## src/rtl/core/assert_macros.svh

```systemverilog
// Assertion macros shared by the console line editor RTL.
// No dependencies; include where concurrent checks are written.
`ifndef ASSERT_MACROS_SVH
`define ASSERT_MACROS_SVH

// Same-cycle implication, disabled while reset is held.
`define CLEB_ASSERT_NOW(lbl, clk, rst_n, ante, cons) \
    lbl: assert property (@(posedge clk) disable iff (!rst_n) (ante) |-> (cons)) \
        else $error("cleb check failed");

// Next-cycle implication, disabled while reset is held.
`define CLEB_ASSERT_NEXT(lbl, clk, rst_n, ante, cons) \
    lbl: assert property (@(posedge clk) disable iff (!rst_n) (ante) |=> (cons)) \
        else $error("cleb check failed");

`endif

```

## src/rtl/core/cleb_pkg.sv

```systemverilog
// Shared types, codes and helpers for the console line editor buffer.
// No dependencies; compile first after the assertion header.
package cleb_pkg;

    localparam int CLEB_LINE_DEPTH  = 64;
    localparam int CLEB_QUEUE_DEPTH = 2;
    localparam int CLEB_FILL_W      = 7;

    localparam logic [1:0] OP_KEY   = 2'd0;
    localparam logic [1:0] OP_READ  = 2'd1;
    localparam logic [1:0] OP_WRITE = 2'd2;

    localparam logic [1:0] KIND_CHAR = 2'd0;
    localparam logic [1:0] KIND_BELL = 2'd1;
    localparam logic [1:0] KIND_DATA = 2'd2;
    localparam logic [1:0] KIND_NONE = 2'd3;

    localparam logic [7:0] KEY_NUL    = 8'd0;
    localparam logic [7:0] KEY_BEL    = 8'd7;
    localparam logic [7:0] KEY_BS     = 8'd8;
    localparam logic [7:0] KEY_LF     = 8'd10;
    localparam logic [7:0] KEY_CR     = 8'd13;
    localparam logic [7:0] BELL_SOUND = 8'd4;

    typedef enum logic [2:0] {
        CMD_KEY_LF,
        CMD_KEY_BS,
        CMD_KEY_CHAR,
        CMD_READ,
        CMD_WRITE
    } t_cmd_kind;

    typedef struct packed {
        t_cmd_kind  kind;
        logic [7:0] data;
        logic [6:0] count;
    } t_cmd;

    typedef struct packed {
        logic [1:0] kind;
        logic [7:0] data;
        logic       last;
    } t_result;

    typedef struct packed {
        logic [CLEB_FILL_W-1:0] fill;
        logic                   complete;
        logic                   reading;
    } t_back_status;

    typedef enum logic {
        BK_IDLE,
        BK_READ
    } t_back_state;

    // Console output path: LF goes out as CR, BEL becomes a sound.
    function automatic t_result console_out(logic [7:0] c);
        t_result r;
        r.last = 1'b1;
        if (c == KEY_BEL) begin
            r.kind = KIND_BELL;
            r.data = BELL_SOUND;
        end else if (c == KEY_LF) begin
            r.kind = KIND_CHAR;
            r.data = KEY_CR;
        end else begin
            r.kind = KIND_CHAR;
            r.data = c;
        end
        return r;
    endfunction

endpackage

```

## src/rtl/core/cleb_if.sv

```systemverilog
// Valid/ready channel interfaces for request and result streams.
// Depends on cleb_pkg for field widths.
interface cleb_in_if;
    import cleb_pkg::*;
    logic       valid;
    logic       ready;
    logic [1:0] operation;
    logic [7:0] in_byte;
    logic [6:0] read_count;

    modport source (output valid, output operation, output in_byte, output read_count,
                    input ready);
    modport sink (input valid, input operation, input in_byte, input read_count,
                  output ready);
endinterface

interface cleb_out_if;
    import cleb_pkg::*;
    logic       valid;
    logic       ready;
    logic [1:0] out_kind;
    logic [7:0] out_byte;
    logic       last;

    modport source (output valid, output out_kind, output out_byte, output last,
                    input ready);
    modport sink (input valid, input out_kind, input out_byte, input last,
                  output ready);
endinterface

```

## src/rtl/core/cleb_front.sv

```systemverilog
// Front end: accepts requests and classifies them into commands.
// Depends on cleb_pkg and cleb_in_if.
module cleb_front (
    cleb_in_if.sink         i_in,
    input  logic            i_push_ready,
    output logic            o_push_valid,
    output cleb_pkg::t_cmd  o_push_cmd
);
    import cleb_pkg::*;

    logic keep;

    assign i_in.ready = i_push_ready;

    always_comb begin
        keep             = 1'b1;
        o_push_cmd.data  = i_in.in_byte;
        o_push_cmd.count = i_in.read_count;
        o_push_cmd.kind  = CMD_WRITE;
        case (i_in.operation)
            OP_KEY: begin
                if (i_in.in_byte == KEY_NUL) begin
                    keep = 1'b0;
                end else if (i_in.in_byte == KEY_CR || i_in.in_byte == KEY_LF) begin
                    o_push_cmd.kind = CMD_KEY_LF;
                    o_push_cmd.data = KEY_LF;
                end else if (i_in.in_byte == KEY_BS) begin
                    o_push_cmd.kind = CMD_KEY_BS;
                end else begin
                    o_push_cmd.kind = CMD_KEY_CHAR;
                end
            end
            OP_READ:  o_push_cmd.kind = CMD_READ;
            OP_WRITE: o_push_cmd.kind = CMD_WRITE;
            default:  keep = 1'b0;  // drop unknown operation
        endcase
    end

    assign o_push_valid = i_in.valid && keep;

endmodule

```

## src/rtl/core/cleb_queue.sv

```systemverilog
// Short command queue between front and back ends.
// Depends on cleb_pkg for the command type and depth.
module cleb_queue (
    input  logic            i_clk,
    input  logic            i_rst_n,
    input  logic            i_push_valid,
    input  cleb_pkg::t_cmd  i_push_cmd,
    output logic            o_push_ready,
    output logic            o_pop_valid,
    output cleb_pkg::t_cmd  o_pop_cmd,
    input  logic            i_pop
);
    import cleb_pkg::*;

    localparam int QW = $clog2(CLEB_QUEUE_DEPTH);
    localparam int CNTW = $clog2(CLEB_QUEUE_DEPTH + 1);

    t_cmd            r_slot [CLEB_QUEUE_DEPTH];
    logic [QW-1:0]   r_wr_ptr, n_wr_ptr;
    logic [QW-1:0]   r_rd_ptr, n_rd_ptr;
    logic [CNTW-1:0] r_count, n_count;
    logic            do_push, do_pop;

    assign o_push_ready = (r_count != CNTW'(CLEB_QUEUE_DEPTH));
    assign o_pop_valid  = (r_count != '0);
    assign o_pop_cmd    = r_slot[r_rd_ptr];
    assign do_push      = i_push_valid && o_push_ready;
    assign do_pop       = i_pop && o_pop_valid;

    always_comb begin
        n_wr_ptr = r_wr_ptr;
        n_rd_ptr = r_rd_ptr;
        n_count  = r_count;
        if (do_push) begin
            n_wr_ptr = (r_wr_ptr == QW'(CLEB_QUEUE_DEPTH - 1)) ? '0 : r_wr_ptr + 1'b1;
        end
        if (do_pop) begin
            n_rd_ptr = (r_rd_ptr == QW'(CLEB_QUEUE_DEPTH - 1)) ? '0 : r_rd_ptr + 1'b1;
        end
        if (do_push && !do_pop) begin
            n_count = r_count + 1'b1;
        end else if (do_pop && !do_push) begin
            n_count = r_count - 1'b1;
        end
    end

    always_ff @(posedge i_clk) begin
        if (!i_rst_n) begin
            r_wr_ptr <= '0;
            r_rd_ptr <= '0;
            r_count  <= '0;
        end else begin
            r_wr_ptr <= n_wr_ptr;
            r_rd_ptr <= n_rd_ptr;
            r_count  <= n_count;
        end
    end

    always_ff @(posedge i_clk) begin
        if (do_push) begin
            r_slot[r_wr_ptr] <= i_push_cmd;
        end
    end

endmodule

```

## src/rtl/core/cleb_back.sv

```systemverilog
// Back end: line store ring, editing state and result register.
// Depends on cleb_pkg and cleb_out_if.
module cleb_back #(
    parameter int LINE_DEPTH = cleb_pkg::CLEB_LINE_DEPTH
) (
    input  logic                  i_clk,
    input  logic                  i_rst_n,
    input  logic                  i_cmd_valid,
    input  cleb_pkg::t_cmd        i_cmd,
    output logic                  o_cmd_pop,
    output cleb_pkg::t_back_status o_status,
    cleb_out_if.source            o_out
);
    import cleb_pkg::*;

    localparam int AW = $clog2(LINE_DEPTH);
    localparam int CW = $clog2(LINE_DEPTH + 1);

    logic [7:0]    r_mem [LINE_DEPTH];
    logic [7:0]    r_rdata;

    t_back_state   r_state, n_state;
    logic [CW-1:0] r_fill, n_fill;
    logic [AW-1:0] r_start, n_start;
    logic          r_complete, n_complete;
    logic [CW-1:0] r_left, n_left;
    logic          r_out_valid, n_out_valid;
    t_result       r_out, n_out;

    logic          out_free;
    logic          wr_en, rd_en;
    logic [AW-1:0] wr_addr, rd_addr, start_inc;
    logic [CW:0]   tail_sum;
    logic [CW-1:0] read_n;
    logic          read_empty;

    assign out_free  = !r_out_valid || o_out.ready;
    assign start_inc = (r_start == AW'(LINE_DEPTH - 1)) ? '0 : r_start + 1'b1;

    // Ring tail: start plus fill, wrapped once.
    always_comb begin
        tail_sum = (CW + 1)'(r_start) + (CW + 1)'(r_fill);
        if (tail_sum >= (CW + 1)'(LINE_DEPTH)) begin
            tail_sum = tail_sum - (CW + 1)'(LINE_DEPTH);
        end
        wr_addr = AW'(tail_sum);
    end

    assign read_empty = !r_complete || (i_cmd.count == '0) || (r_fill == '0);
    assign read_n     = (i_cmd.count < 7'(r_fill)) ? CW'(i_cmd.count) : r_fill;

    // Next state
    always_comb begin
        n_state = r_state;
        case (r_state)
            BK_IDLE: begin
                if (i_cmd_valid && out_free && i_cmd.kind == CMD_READ && !read_empty) begin
                    n_state = BK_READ;
                end
            end
            BK_READ: begin
                if (out_free && r_left == CW'(1)) begin
                    n_state = BK_IDLE;
                end
            end
            default: n_state = BK_IDLE;
        endcase
    end

    // Actions
    always_comb begin
        o_cmd_pop   = 1'b0;
        wr_en       = 1'b0;
        rd_en       = 1'b0;
        rd_addr     = r_start;
        n_fill      = r_fill;
        n_start     = r_start;
        n_complete  = r_complete;
        n_left      = r_left;
        n_out_valid = r_out_valid && !o_out.ready;
        n_out       = r_out;
        case (r_state)
            BK_IDLE: begin
                if (i_cmd_valid && out_free) begin
                    o_cmd_pop = 1'b1;
                    case (i_cmd.kind)
                        CMD_KEY_LF: begin
                            if (!r_complete) begin
                                wr_en       = 1'b1;
                                n_fill      = r_fill + 1'b1;
                                n_complete  = 1'b1;
                                n_out_valid = 1'b1;
                                n_out       = console_out(i_cmd.data);
                            end
                        end
                        CMD_KEY_BS: begin
                            if (!r_complete && r_fill != '0) begin
                                n_fill      = r_fill - 1'b1;
                                n_out_valid = 1'b1;
                                n_out       = console_out(i_cmd.data);
                            end
                        end
                        CMD_KEY_CHAR: begin
                            if (!r_complete) begin
                                n_out_valid = 1'b1;
                                // keep room for the closing newline
                                if ((CW + 1)'(r_fill) + 1'b1 < (CW + 1)'(LINE_DEPTH)) begin
                                    wr_en  = 1'b1;
                                    n_fill = r_fill + 1'b1;
                                    n_out  = console_out(i_cmd.data);
                                end else begin
                                    n_out  = console_out(KEY_BEL);
                                end
                            end
                        end
                        CMD_WRITE: begin
                            n_out_valid = 1'b1;
                            n_out       = console_out(i_cmd.data);
                        end
                        CMD_READ: begin
                            if (read_empty) begin
                                n_out_valid = 1'b1;
                                n_out.kind  = KIND_NONE;
                                n_out.data  = '0;
                                n_out.last  = 1'b1;
                            end else begin
                                rd_en  = 1'b1;
                                n_left = read_n;
                            end
                        end
                        default: ;
                    endcase
                end
            end
            BK_READ: begin
                if (out_free) begin
                    n_out_valid = 1'b1;
                    n_out.kind  = KIND_DATA;
                    n_out.data  = r_rdata;
                    n_out.last  = (r_left == CW'(1));
                    n_start     = start_inc;
                    n_fill      = r_fill - 1'b1;
                    n_left      = r_left - 1'b1;
                    if (r_left == CW'(1)) begin
                        if (r_fill == CW'(1)) begin
                            n_complete = 1'b0;
                        end
                    end else begin
                        // fetch the following byte
                        rd_en   = 1'b1;
                        rd_addr = start_inc;
                    end
                end
            end
            default: ;
        endcase
    end

    always_ff @(posedge i_clk) begin
        if (!i_rst_n) begin
            r_state     <= BK_IDLE;
            r_fill      <= '0;
            r_start     <= '0;
            r_complete  <= 1'b0;
            r_left      <= '0;
            r_out_valid <= 1'b0;
        end else begin
            r_state     <= n_state;
            r_fill      <= n_fill;
            r_start     <= n_start;
            r_complete  <= n_complete;
            r_left      <= n_left;
            r_out_valid <= n_out_valid;
        end
    end

    always_ff @(posedge i_clk) begin
        r_out <= n_out;
    end

    always_ff @(posedge i_clk) begin
        if (wr_en) begin
            r_mem[wr_addr] <= i_cmd.data;
        end
        if (rd_en) begin
            r_rdata <= r_mem[rd_addr];
        end
    end

    assign o_out.valid    = r_out_valid;
    assign o_out.out_kind = r_out.kind;
    assign o_out.out_byte = r_out.data;
    assign o_out.last     = r_out.last;

    assign o_status.fill     = CLEB_FILL_W'(r_fill);
    assign o_status.complete = r_complete;
    assign o_status.reading  = (r_state == BK_READ);

endmodule

```

## src/rtl/core/console_line_editor_buffer.sv

```systemverilog
// Top level of the console line editor buffer: front, queue and back end.
// Depends on cleb_pkg, cleb_if, cleb_front, cleb_queue, cleb_back.
//
//   channel  dir  handshake     payload
//   i_in     in   valid/ready   operation, in_byte, read_count
//   o_out    out  valid/ready   out_kind, out_byte, last
//
// A key or write request that gives a result leaves the back end in the cycle
// after it is popped from the two-entry queue; one request per cycle is
// sustained while the receiver is ready. A read fetches the first byte from
// the line store (one read port), then gives one byte per cycle while the
// receiver is ready, taking no new request until its last byte is out. Reset
// is synchronous and clears control state only, not the line store; requests
// are taken once it is released. A stalled result holds in the output
// register while the queue keeps taking requests until it is full.
`include "assert_macros.svh"

module console_line_editor_buffer #(
    parameter int LINE_DEPTH = cleb_pkg::CLEB_LINE_DEPTH
) (
    input  logic        i_clk,
    input  logic        i_rst_n,
    cleb_in_if.sink     i_in,
    cleb_out_if.source  o_out
);
    import cleb_pkg::*;

    logic         push_valid, push_ready;
    t_cmd         push_cmd;
    logic         pop_valid, pop;
    t_cmd         pop_cmd;
    t_back_status status;

    cleb_front u_front (
        .i_in         (i_in),
        .i_push_ready (push_ready),
        .o_push_valid (push_valid),
        .o_push_cmd   (push_cmd)
    );

    cleb_queue u_queue (
        .i_clk        (i_clk),
        .i_rst_n      (i_rst_n),
        .i_push_valid (push_valid),
        .i_push_cmd   (push_cmd),
        .o_push_ready (push_ready),
        .o_pop_valid  (pop_valid),
        .o_pop_cmd    (pop_cmd),
        .i_pop        (pop)
    );

    cleb_back #(
        .LINE_DEPTH (LINE_DEPTH)
    ) u_back (
        .i_clk       (i_clk),
        .i_rst_n     (i_rst_n),
        .i_cmd_valid (pop_valid),
        .i_cmd       (pop_cmd),
        .o_cmd_pop   (pop),
        .o_status    (status),
        .o_out       (o_out)
    );

    `CLEB_ASSERT_NOW(a_fill_bound, i_clk, i_rst_n, 1'b1, status.fill <= CLEB_FILL_W'(LINE_DEPTH))
    `CLEB_ASSERT_NOW(a_complete_nonempty, i_clk, i_rst_n, status.complete, status.fill != '0)
    `CLEB_ASSERT_NOW(a_full_is_line, i_clk, i_rst_n, status.fill == CLEB_FILL_W'(LINE_DEPTH), status.complete)
    `CLEB_ASSERT_NEXT(a_read_has_output, i_clk, i_rst_n, status.reading && o_out.ready, o_out.valid)

endmodule

```

## src/flat_wrapper.sv

```systemverilog
// flat-port wrapper written by rule: the top's interface ports become plain ports
module console_line_editor_buffer_flat import cleb_pkg::*;
#(
    parameter int LINE_DEPTH = cleb_pkg::CLEB_LINE_DEPTH
)
  (i_clk, i_rst_n, i_in_valid, i_in_operation, i_in_in_byte, i_in_read_count, i_in_ready, o_out_valid, o_out_out_kind, o_out_out_byte, o_out_last, o_out_ready);
  cleb_in_if i_in_i ();
  cleb_out_if o_out_i ();
  input  logic i_clk;
  input  logic i_rst_n;
  input wire logic [$bits(i_in_i.valid)-1:0] i_in_valid;
  input wire logic [$bits(i_in_i.operation)-1:0] i_in_operation;
  input wire logic [$bits(i_in_i.in_byte)-1:0] i_in_in_byte;
  input wire logic [$bits(i_in_i.read_count)-1:0] i_in_read_count;
  output wire logic [$bits(i_in_i.ready)-1:0] i_in_ready;
  output wire logic [$bits(o_out_i.valid)-1:0] o_out_valid;
  output wire logic [$bits(o_out_i.out_kind)-1:0] o_out_out_kind;
  output wire logic [$bits(o_out_i.out_byte)-1:0] o_out_out_byte;
  output wire logic [$bits(o_out_i.last)-1:0] o_out_last;
  input wire logic [$bits(o_out_i.ready)-1:0] o_out_ready;
  assign i_in_i.valid = i_in_valid;
  assign i_in_i.operation = i_in_operation;
  assign i_in_i.in_byte = i_in_in_byte;
  assign i_in_i.read_count = i_in_read_count;
  assign i_in_ready = i_in_i.ready;
  assign o_out_valid = o_out_i.valid;
  assign o_out_out_kind = o_out_i.out_kind;
  assign o_out_out_byte = o_out_i.out_byte;
  assign o_out_last = o_out_i.last;
  assign o_out_i.ready = o_out_ready;
  console_line_editor_buffer #(.LINE_DEPTH(LINE_DEPTH)) u_core (.i_clk(i_clk), .i_rst_n(i_rst_n), .i_in(i_in_i), .o_out(o_out_i));
endmodule
```

## config.mk

```make
export PLATFORM = sky130hd
export DESIGN_NAME = console_line_editor_buffer_flat
export DESIGN_NICKNAME = d
export VERILOG_FILES = /design/src/rtl/core/cleb_pkg.sv /design/src/rtl/core/cleb_if.sv /design/src/rtl/core/cleb_front.sv /design/src/rtl/core/cleb_queue.sv /design/src/rtl/core/cleb_back.sv /design/src/rtl/core/console_line_editor_buffer.sv /design/src/flat_wrapper.sv
export VERILOG_INCLUDE_DIRS = /design/src /design/src/rtl/core
export SDC_FILE = /design/constraint.sdc
export NUM_CORES = 1
export LEC_CHECK = 0
export ABC_AREA = 1
export BUFFER_PORTS_ARGS = -buffer_cell sky130_fd_sc_hd__buf_4
export CORE_AREA = 5 5 309 311
export CTS_CLUSTER_DIAMETER = 200
export DETAILED_ROUTE_END_ITERATION = 10
export DIE_AREA = 0 0 314 316
export HOLD_SLACK_MARGIN = 0.05
export SLEW_MARGIN = 0
export SYNTH_ARGS = -nofsm -noshare
export SYNTH_HDL_FRONTEND = slang
export SYNTH_HIERARCHICAL = 1
export SYNTH_SLANG_ARGS = --single-unit
```

## constraint.sdc

```tcl
create_clock -name i_clk -period 7.9 [get_ports i_clk]
set_input_delay 0 -clock i_clk [delete_from_list [all_inputs] [get_ports i_clk]]
set_output_delay 0 -clock i_clk [all_outputs]
set_load 0.03 [all_outputs]
```

# Yosys cells after proc, flatten, opt, wreduce, memory -nomap -nowiden
# Memory sizes are Yosys's and may differ from the RTL's. A register that Yosys moved wholly into a read port is not among the register bits.
# Index checks and enable logic that the tools add are counted.
[totals] reg_bits=38 latchBits=0 ramBits=548 mem_bits_ro=0 elab_cells=172 mem_count=2
[classes] n_addsub=11 n_mul=0 div=0 order_cmp=3 n_eq_ne=29 shifts=0 muxes=78 bitwise_logic=1 reduce_logical=36
[memory_table] name="u_core.u_back.r_mem" words=64 word_bits=8 rd=1 rd_clocked_by_memory_dff=1 wr=1 line="cleb_back.sv:19" rtl="logic [7:0] r_mem [LINE_DEPTH];"
[memory_table] name="u_core.u_queue.r_slot" words=2 word_bits=18 rd=1 rd_clocked_by_memory_dff=1 wr=1 line="cleb_queue.sv:18" rtl="t_cmd r_slot [CLEB_QUEUE_DEPTH];"
[ops] cell="11-bit two-way mux" n=8
[ops] cell="7-bit two-way mux" n=11
[ops] cell="11-bit one-hot mux with 5 select lines" n=1
[ops] cell="1-bit two-way mux" n=33
[ops] cell="8-bit by 4-bit equality test with 1-bit output, second input constant" n=4
[ops] cell="6-bit two-way mux" n=5
[ops] cell="7-bit one-hot mux with 2 select lines" n=2
[ops] cell="8-bit two-way mux" n=3
[ops] cell="11-bit one-hot mux with 2 select lines" n=1
[ops] cell="7-bit one-hot mux with 3 select lines" n=1
[ops] cell="3-bit != test, second input constant" n=5
[ops] cell="7-bit by 1-bit equality test with 1-bit output, second input constant" n=2
[ops] cell="7-bit logical NOT" n=2
[ops] cell="7-bit AND reduction" n=2
[ops] cell="7-bit by 1-bit subtractor with 7-bit output, second input constant" n=2
[ops] cell="1-bit one-hot mux with 2 select lines" n=6
[ops] cell="1-bit logical AND" n=11
[ops] cell="10-bit two-way mux" n=1
[ops] cell="6-bit by 7-bit adder with 8-bit output" n=1
[ops] cell="7-bit by 1-bit adder with 8-bit output, second input constant" n=1
[ops] cell="8-bit by 3-bit equality test with 1-bit output, second input constant" n=1
[ops] cell="8-bit by 7-bit greater-or-equal comparator with 1-bit output, second input constant" n=1
[ops] cell="8-bit logical NOT" n=1
[ops] cell="8-bit by 7-bit less-than comparator with 1-bit output, second input constant" n=1
[ops] cell="32 further kinds" n=52

# Logic depth before layout (Yosys ltp)
[depth] depth_word=9 ltp_mapped=18

# By module
# Netlist, hierarchy kept.
[modules_own_cells] module="cleb_back" n_inst=1 cells_per_inst=2575 area_per_inst_um2=25508.2 seq_area_each_um2=16405.7
[modules_own_cells] module="cleb_queue" n_inst=1 cells_per_inst=93 area_per_inst_um2=1592.8 seq_area_each_um2=1181.1
[modules_own_cells] module="cleb_front" n_inst=1 cells_per_inst=53 area_per_inst_um2=274.0 seq_area_each_um2=0.0

# Worst setup path after synthesis
# OpenSTA, ideal clock, no wires.
[synth_path] kind="register to register" from="register u_core.u_back.r_start[0]" to="memory u_core.u_back.r_mem[32][0], enable pin" setup_ps=370 arrival_time_ps=2241 path_slack_ps=5289 path_stages_with_launch=10 path_buffers=0 period_less_slack_ps=2611 path_cell_list="dfxtp_1 -> ha_1 -> inv_1 -> fa_1 -> o31ai_1 -> xnor2_1 -> inv_1 -> nor2_1 -> nand2_1 -> nor2_1"
[synth_via] elab_chain_cells=3 word_cells_on_any_way=4 classes_between="add/sub: 2; order compare: 1; mux: 1"
[synth_rtl] element="start: declaration" line="cleb_back.sv:24" rtl="logic [AW-1:0] r_start, n_start;"
[synth_rtl] element="start signal: assignment" line="cleb_back.sv:170" rtl="r_start <= n_start;"
[synth_rtl] element="6-bit by 7-bit adder with 8-bit output (*)" line="cleb_back.sv:42" rtl="tail_sum = (CW + 1)'(r_start) + (CW + 1)'(r_fill);"
[synth_rtl] element="8-bit by 7-bit greater-or-equal comparator with 1-bit output / 6-bit by 1-bit subtractor with 6-bit output (equally long branches)" line="cleb_back.sv:43, cleb_back.sv:44"
[synth_rtl] element="6-bit two-way mux (*)" line="cleb_back.sv:43" rtl="if (tail_sum >= (CW + 1)'(LINE_DEPTH)) begin"
[synth_rtl] element="end: declaration" line="cleb_back.sv:19"
# Every way passes the cells marked *; elsewhere a longest branch is shown, timed or not.

# Final worst setup path
[layout_path] from="register u_core.u_back.r_state" to="register u_core.u_back.r_rdata[3], read port of u_core.u_back.r_mem, data pin"
[layout_via] elab_chain_cells=2 word_cells_on_any_way=3 classes_between="mux: 2; bitwise: 1"
[layout_rtl] element="start: declaration" line="cleb_back.sv:22" rtl="t_back_state r_state, n_state;"
[layout_rtl] element="start signal: assignment" line="cleb_back.sv:168" rtl="r_state <= n_state;"
[layout_rtl] element="1-bit inverter"
[layout_rtl] element="1-bit one-hot mux with 2 select lines" line="cleb_back.sv:82" rtl="case (r_state)"
[layout_rtl] element="end: declaration" line="cleb_back.sv:20" rtl="logic [7:0] r_rdata;"
# Parallel ways exist; a longest one is shown, timed or not.
# A chain may end at the register's enable or synchronous reset.

==> impl_metrics.xml <==
<?xml version="1.0" encoding="UTF-8"?>
<metrics>
  <group name="outcome">
    <metric name="status" unit="">finished clean</metric>
  </group>
  <group name="grt">
    <metric name="grt_max_degree" unit="">148</metric>
    <metric name="grt_pass1_wl" unit="mm">110</metric>
    <metric name="gr-usage-all-layers" unit="%">14.2</metric>
    <metric name="global_route.overflow_total" unit="">0</metric>
    <metric name="via_count_of_the_first_global_routing_pass" unit="">17900</metric>
    <metric name="antenna_violations_before_repair" unit="">0</metric>
  </group>
  <group name="sta">
    <metric name="finalCritPeriodShare" unit="%">59.5</metric>
    <metric name="setup_repair_after_global_routing_missed_its_margin" unit="">false</metric>
    <metric name="worst_pin_slew" unit="ps">1150</metric>
    <metric name="f_max" unit="MHz">213</metric>
    <metric name="total_negative_slack" unit="ps">0</metric>
    <metric name="pins_over_their_slew_limit" unit="">0</metric>
    <metric name="final_setup_violation_count" unit="">0</metric>
    <metric name="finalHoldViolCount" unit="">0</metric>
    <metric name="post-route-min-period" unit="ps">4700</metric>
    <metric name="relSlewSlack" unit="%">23.4</metric>
    <metric name="clock-skew-final" unit="ps">22.3</metric>
  </group>
  <group name="pwr">
    <metric name="post_layout_power" unit="W">0.00767</metric>
    <metric name="power_density" unit="nW/µm²">249</metric>
    <metric name="maximum_vdd_drop" unit="mV">0.205</metric>
    <metric name="leakagePower" unit="nW">12.4</metric>
  </group>
  <group name="setup_path">
    <metric name="worstPathCellList" unit="">inv_2, nor2_4, nand2_4, inv_2, nand2_4, nand2_4, buf_4, nand2_1, nand3_1, nand3_1, nand3_1, nand3_1, nand3_1, nand2_1</metric>
    <metric name="setup_crit_start" unit="">u_core/u_back/r_state$_SDFF_PN0_</metric>
    <metric name="worst-endpoint-arrival" unit="ps">5080</metric>
    <metric name="critical-path-top-cell-by-count" unit="">sky130_fd_sc_hd__nand3_1</metric>
    <metric name="critPathBufInv" unit="">3</metric>
    <metric name="critPathLaunchType" unit="">flop</metric>
    <metric name="cp-end-kind" unit="">flop</metric>
    <metric name="r2r_start" unit="">u_core/u_back/r_state$_SDFF_PN0_</metric>
    <metric name="cp_slowest_cell" unit="">sky130_fd_sc_hd__dfxtp_1</metric>
    <metric name="timing.critical_path.max_delay_family" unit="">simple AND/OR/NAND/NOR gates</metric>
    <metric name="path_max_fanout" unit="">81</metric>
    <metric name="worst-setup-path-type" unit="">flop to flop</metric>
    <metric name="critical_path.max_stage_delay" unit="ps">800</metric>
    <metric name="required" unit="ps">8280</metric>
  </group>
  <group name="clocking">
    <metric name="clockBufferDepth" unit="">3</metric>
    <metric name="clkSlewWorstSetupHoldPaths" unit="ps">60</metric>
    <metric name="tritoncts_num_sinks" unit="">595</metric>
    <metric name="cts_root_buffer" unit="">sky130_fd_sc_hd__clkbuf_16</metric>
    <metric name="cts_tree" unit="">yes</metric>
    <metric name="cts.repair_timing.setup_buffer_count" unit="">0</metric>
    <metric name="numCtsBuffers" unit="">61</metric>
    <metric name="clk-insertion-delay-late" unit="ps">630</metric>
    <metric name="cts-htree-levels" unit="">2</metric>
    <metric name="cts_resized" unit="">0</metric>
  </group>
  <group name="logic_synthesis">
    <metric name="syn_nets" unit="">2763</metric>
    <metric name="gate_count_after_technology_mapping" unit="">2719</metric>
    <metric name="synth.cell_area" unit="µm²">27400</metric>
    <metric name="yosys_warnings" unit="">6</metric>
    <metric name="syn-mean-instance-area" unit="µm²">10.1</metric>
  </group>
  <group name="place">
    <metric name="place.gp.congestion" unit="">0.886</metric>
    <metric name="detailed_place.area" unit="µm²">28600</metric>
    <metric name="port_buffers" unit="">33</metric>
    <metric name="dpl.cell_count" unit="">3837</metric>
    <metric name="post-dp-hpwl" unit="mm">42.4</metric>
  </group>
  <group name="floorplan">
    <metric name="die_h" unit="µm">316</metric>
    <metric name="floorplan.core_area" unit="µm²">92500</metric>
    <metric name="placement_rows" unit="">112</metric>
    <metric name="die_area" unit="µm²">99200</metric>
    <metric name="top_level_ports" unit="">34</metric>
    <metric name="die-width" unit="µm">314</metric>
    <metric name="initial_utilization" unit="%">29.6</metric>
  </group>
  <group name="final_layout">
    <metric name="seqCellArea" unit="µm²">17600</metric>
    <metric name="number_of_nets_in_the_layout" unit="">2772</metric>
    <metric name="final_cell_mix" unit="">sky130_fd_sc_hd__edfxtp_1 (567), sky130_fd_sc_hd__nand2_1 (559), sky130_fd_sc_hd__nand3_1 (557)</metric>
    <metric name="fin_area" unit="µm²">30800</metric>
    <metric name="growth_of_design_area_from_synthesis_to_finish" unit="%">12.6</metric>
    <metric name="layout_commonest_cell" unit="">sky130_fd_sc_hd__edfxtp_1</metric>
    <metric name="stdcell_count" unit="">3974</metric>
    <metric name="combined_area_of_the_multi_input_logic_cells" unit="µm²">7100</metric>
    <metric name="drive_above_1_share" unit="%">6.70</metric>
    <metric name="antennaDiodeCount" unit="">0</metric>
    <metric name="filler_cell_count" unit="">9291</metric>
  </group>
  <group name="worst_hold_path">
    <metric name="hold_class" unit="">input port to flop</metric>
    <metric name="min_from" unit="">i_in_read_count[5]</metric>
  </group>
  <group name="route">
    <metric name="drt_pre_antenna_iters" unit="">6</metric>
    <metric name="detail_route.iter0.violations" unit="">1937</metric>
    <metric name="via_per_inst" unit="">4.71</metric>
    <metric name="antenna_violating_nets_post_route" unit="">0</metric>
    <metric name="drt-wirelength-per-cell" unit="µm">18.2</metric>
    <metric name="drc" unit="">0</metric>
    <metric name="routed-via-count" unit="">18700</metric>
    <metric name="drt_wl_total" unit="mm">72.4</metric>
  </group>
  <group name="job">
    <metric name="max_cap_violations" unit="">0</metric>
  </group>
</metrics>
layer usage:
layer / track usage (%) / part of all wire [%] / vias up
met2: 23.3 / 47 / 743
met1: 19.9 / 43 / 8929
met3: 1.88 / 7.5 / 108
met4: 4.25 / 2.7 / 0
met5: 0 / 0 / -
li1: - / - / 8944
power breakdown:
group	switching [W]	leakage [nW]	total (W)	internal, W
combinational	0.000730	6.15	0.000968	0.000239
clock	0.00121	0.965	0.00288	0.00167
sequential	0.0000515	5.33	0.00382	0.00376
stage by stage:
stage	util [%]	setup slack (ps)	hold WS, ps
detailed placement	30.9	3310	189
global route	33.3	2950	89.2
floorplan	-	5290	121
CTS	33.3	3310	69.0
global placement	30.9	3350	186
finish	33.3	3200	104
worst register-to-register path, stage by stage (launching register included):
cell	delay, ps
sky130_fd_sc_hd__dfxtp_1	800
sky130_fd_sc_hd__inv_2	280
sky130_fd_sc_hd__nor2_4	350
sky130_fd_sc_hd__nand2_4	150
sky130_fd_sc_hd__inv_2	170
sky130_fd_sc_hd__nand2_4	120
sky130_fd_sc_hd__nand2_4	760
sky130_fd_sc_hd__buf_4	730
sky130_fd_sc_hd__nand2_1	140
sky130_fd_sc_hd__nand3_1	100
sky130_fd_sc_hd__nand3_1	130
sky130_fd_sc_hd__nand3_1	260
sky130_fd_sc_hd__nand3_1	250
sky130_fd_sc_hd__nand3_1	150
sky130_fd_sc_hd__nand2_1	70
registers in the layout (all words and copies together) (netlist names), 2 cells and up, named ones only:
| register | count |
|---|---|
| u_core/u_back/o_out.out_byte | 8 |
| u_core/u_back/o_out.out_kind | 2 |
| u_core/u_back/r_fill | 7 |
| u_core/u_back/r_left | 7 |
| u_core/u_back/r_mem | 512 |
| u_core/u_back/r_rdata | 8 |
| u_core/u_back/r_start | 6 |
| u_core/u_queue/r_count | 2 |
| u_core/u_queue/r_slot | 36 |
what timing repair did:
item | 4_1_cts | 5_1_grt
hold endpoints to repair | 64 | 0
endpoints found under the setup margin | 0 | 0
hold buffers | 25 | 0
final timing paths:
kind | depth (start not counted) | slack, ps | end
worst max-delay path | 14 | 3200 | u_core/u_back/r_rdata[3]$_DFFE_PP_
worst min register to register | 2 | 490 | u_core/u_back/r_left[1]$_SDFFE_PN0P_
worst min-delay path | 2 | 100 | u_core/u_queue/r_slot[1][5]$_DFFE_PP_
worst max register to register | 14 | 3200 | u_core/u_back/r_rdata[3]$_DFFE_PP_
cell type report:
| class | instances | share of cell area, % |
|---|---|---|
| Tap cell | 1197 | 4.86 |
| Clock buffer | 71 | 5.08 |
| Multi-Input combinational cell | 1466 | 23.0 |
| Sequential cell | 595 | 57.1 |
| Inverter | 525 | 6.42 |
| Timing Repair Buffer | 79 | 2.17 |
| Clock inverter | 41 | 1.32 |
Note: power is estimated with default switching activity, not from simulation.
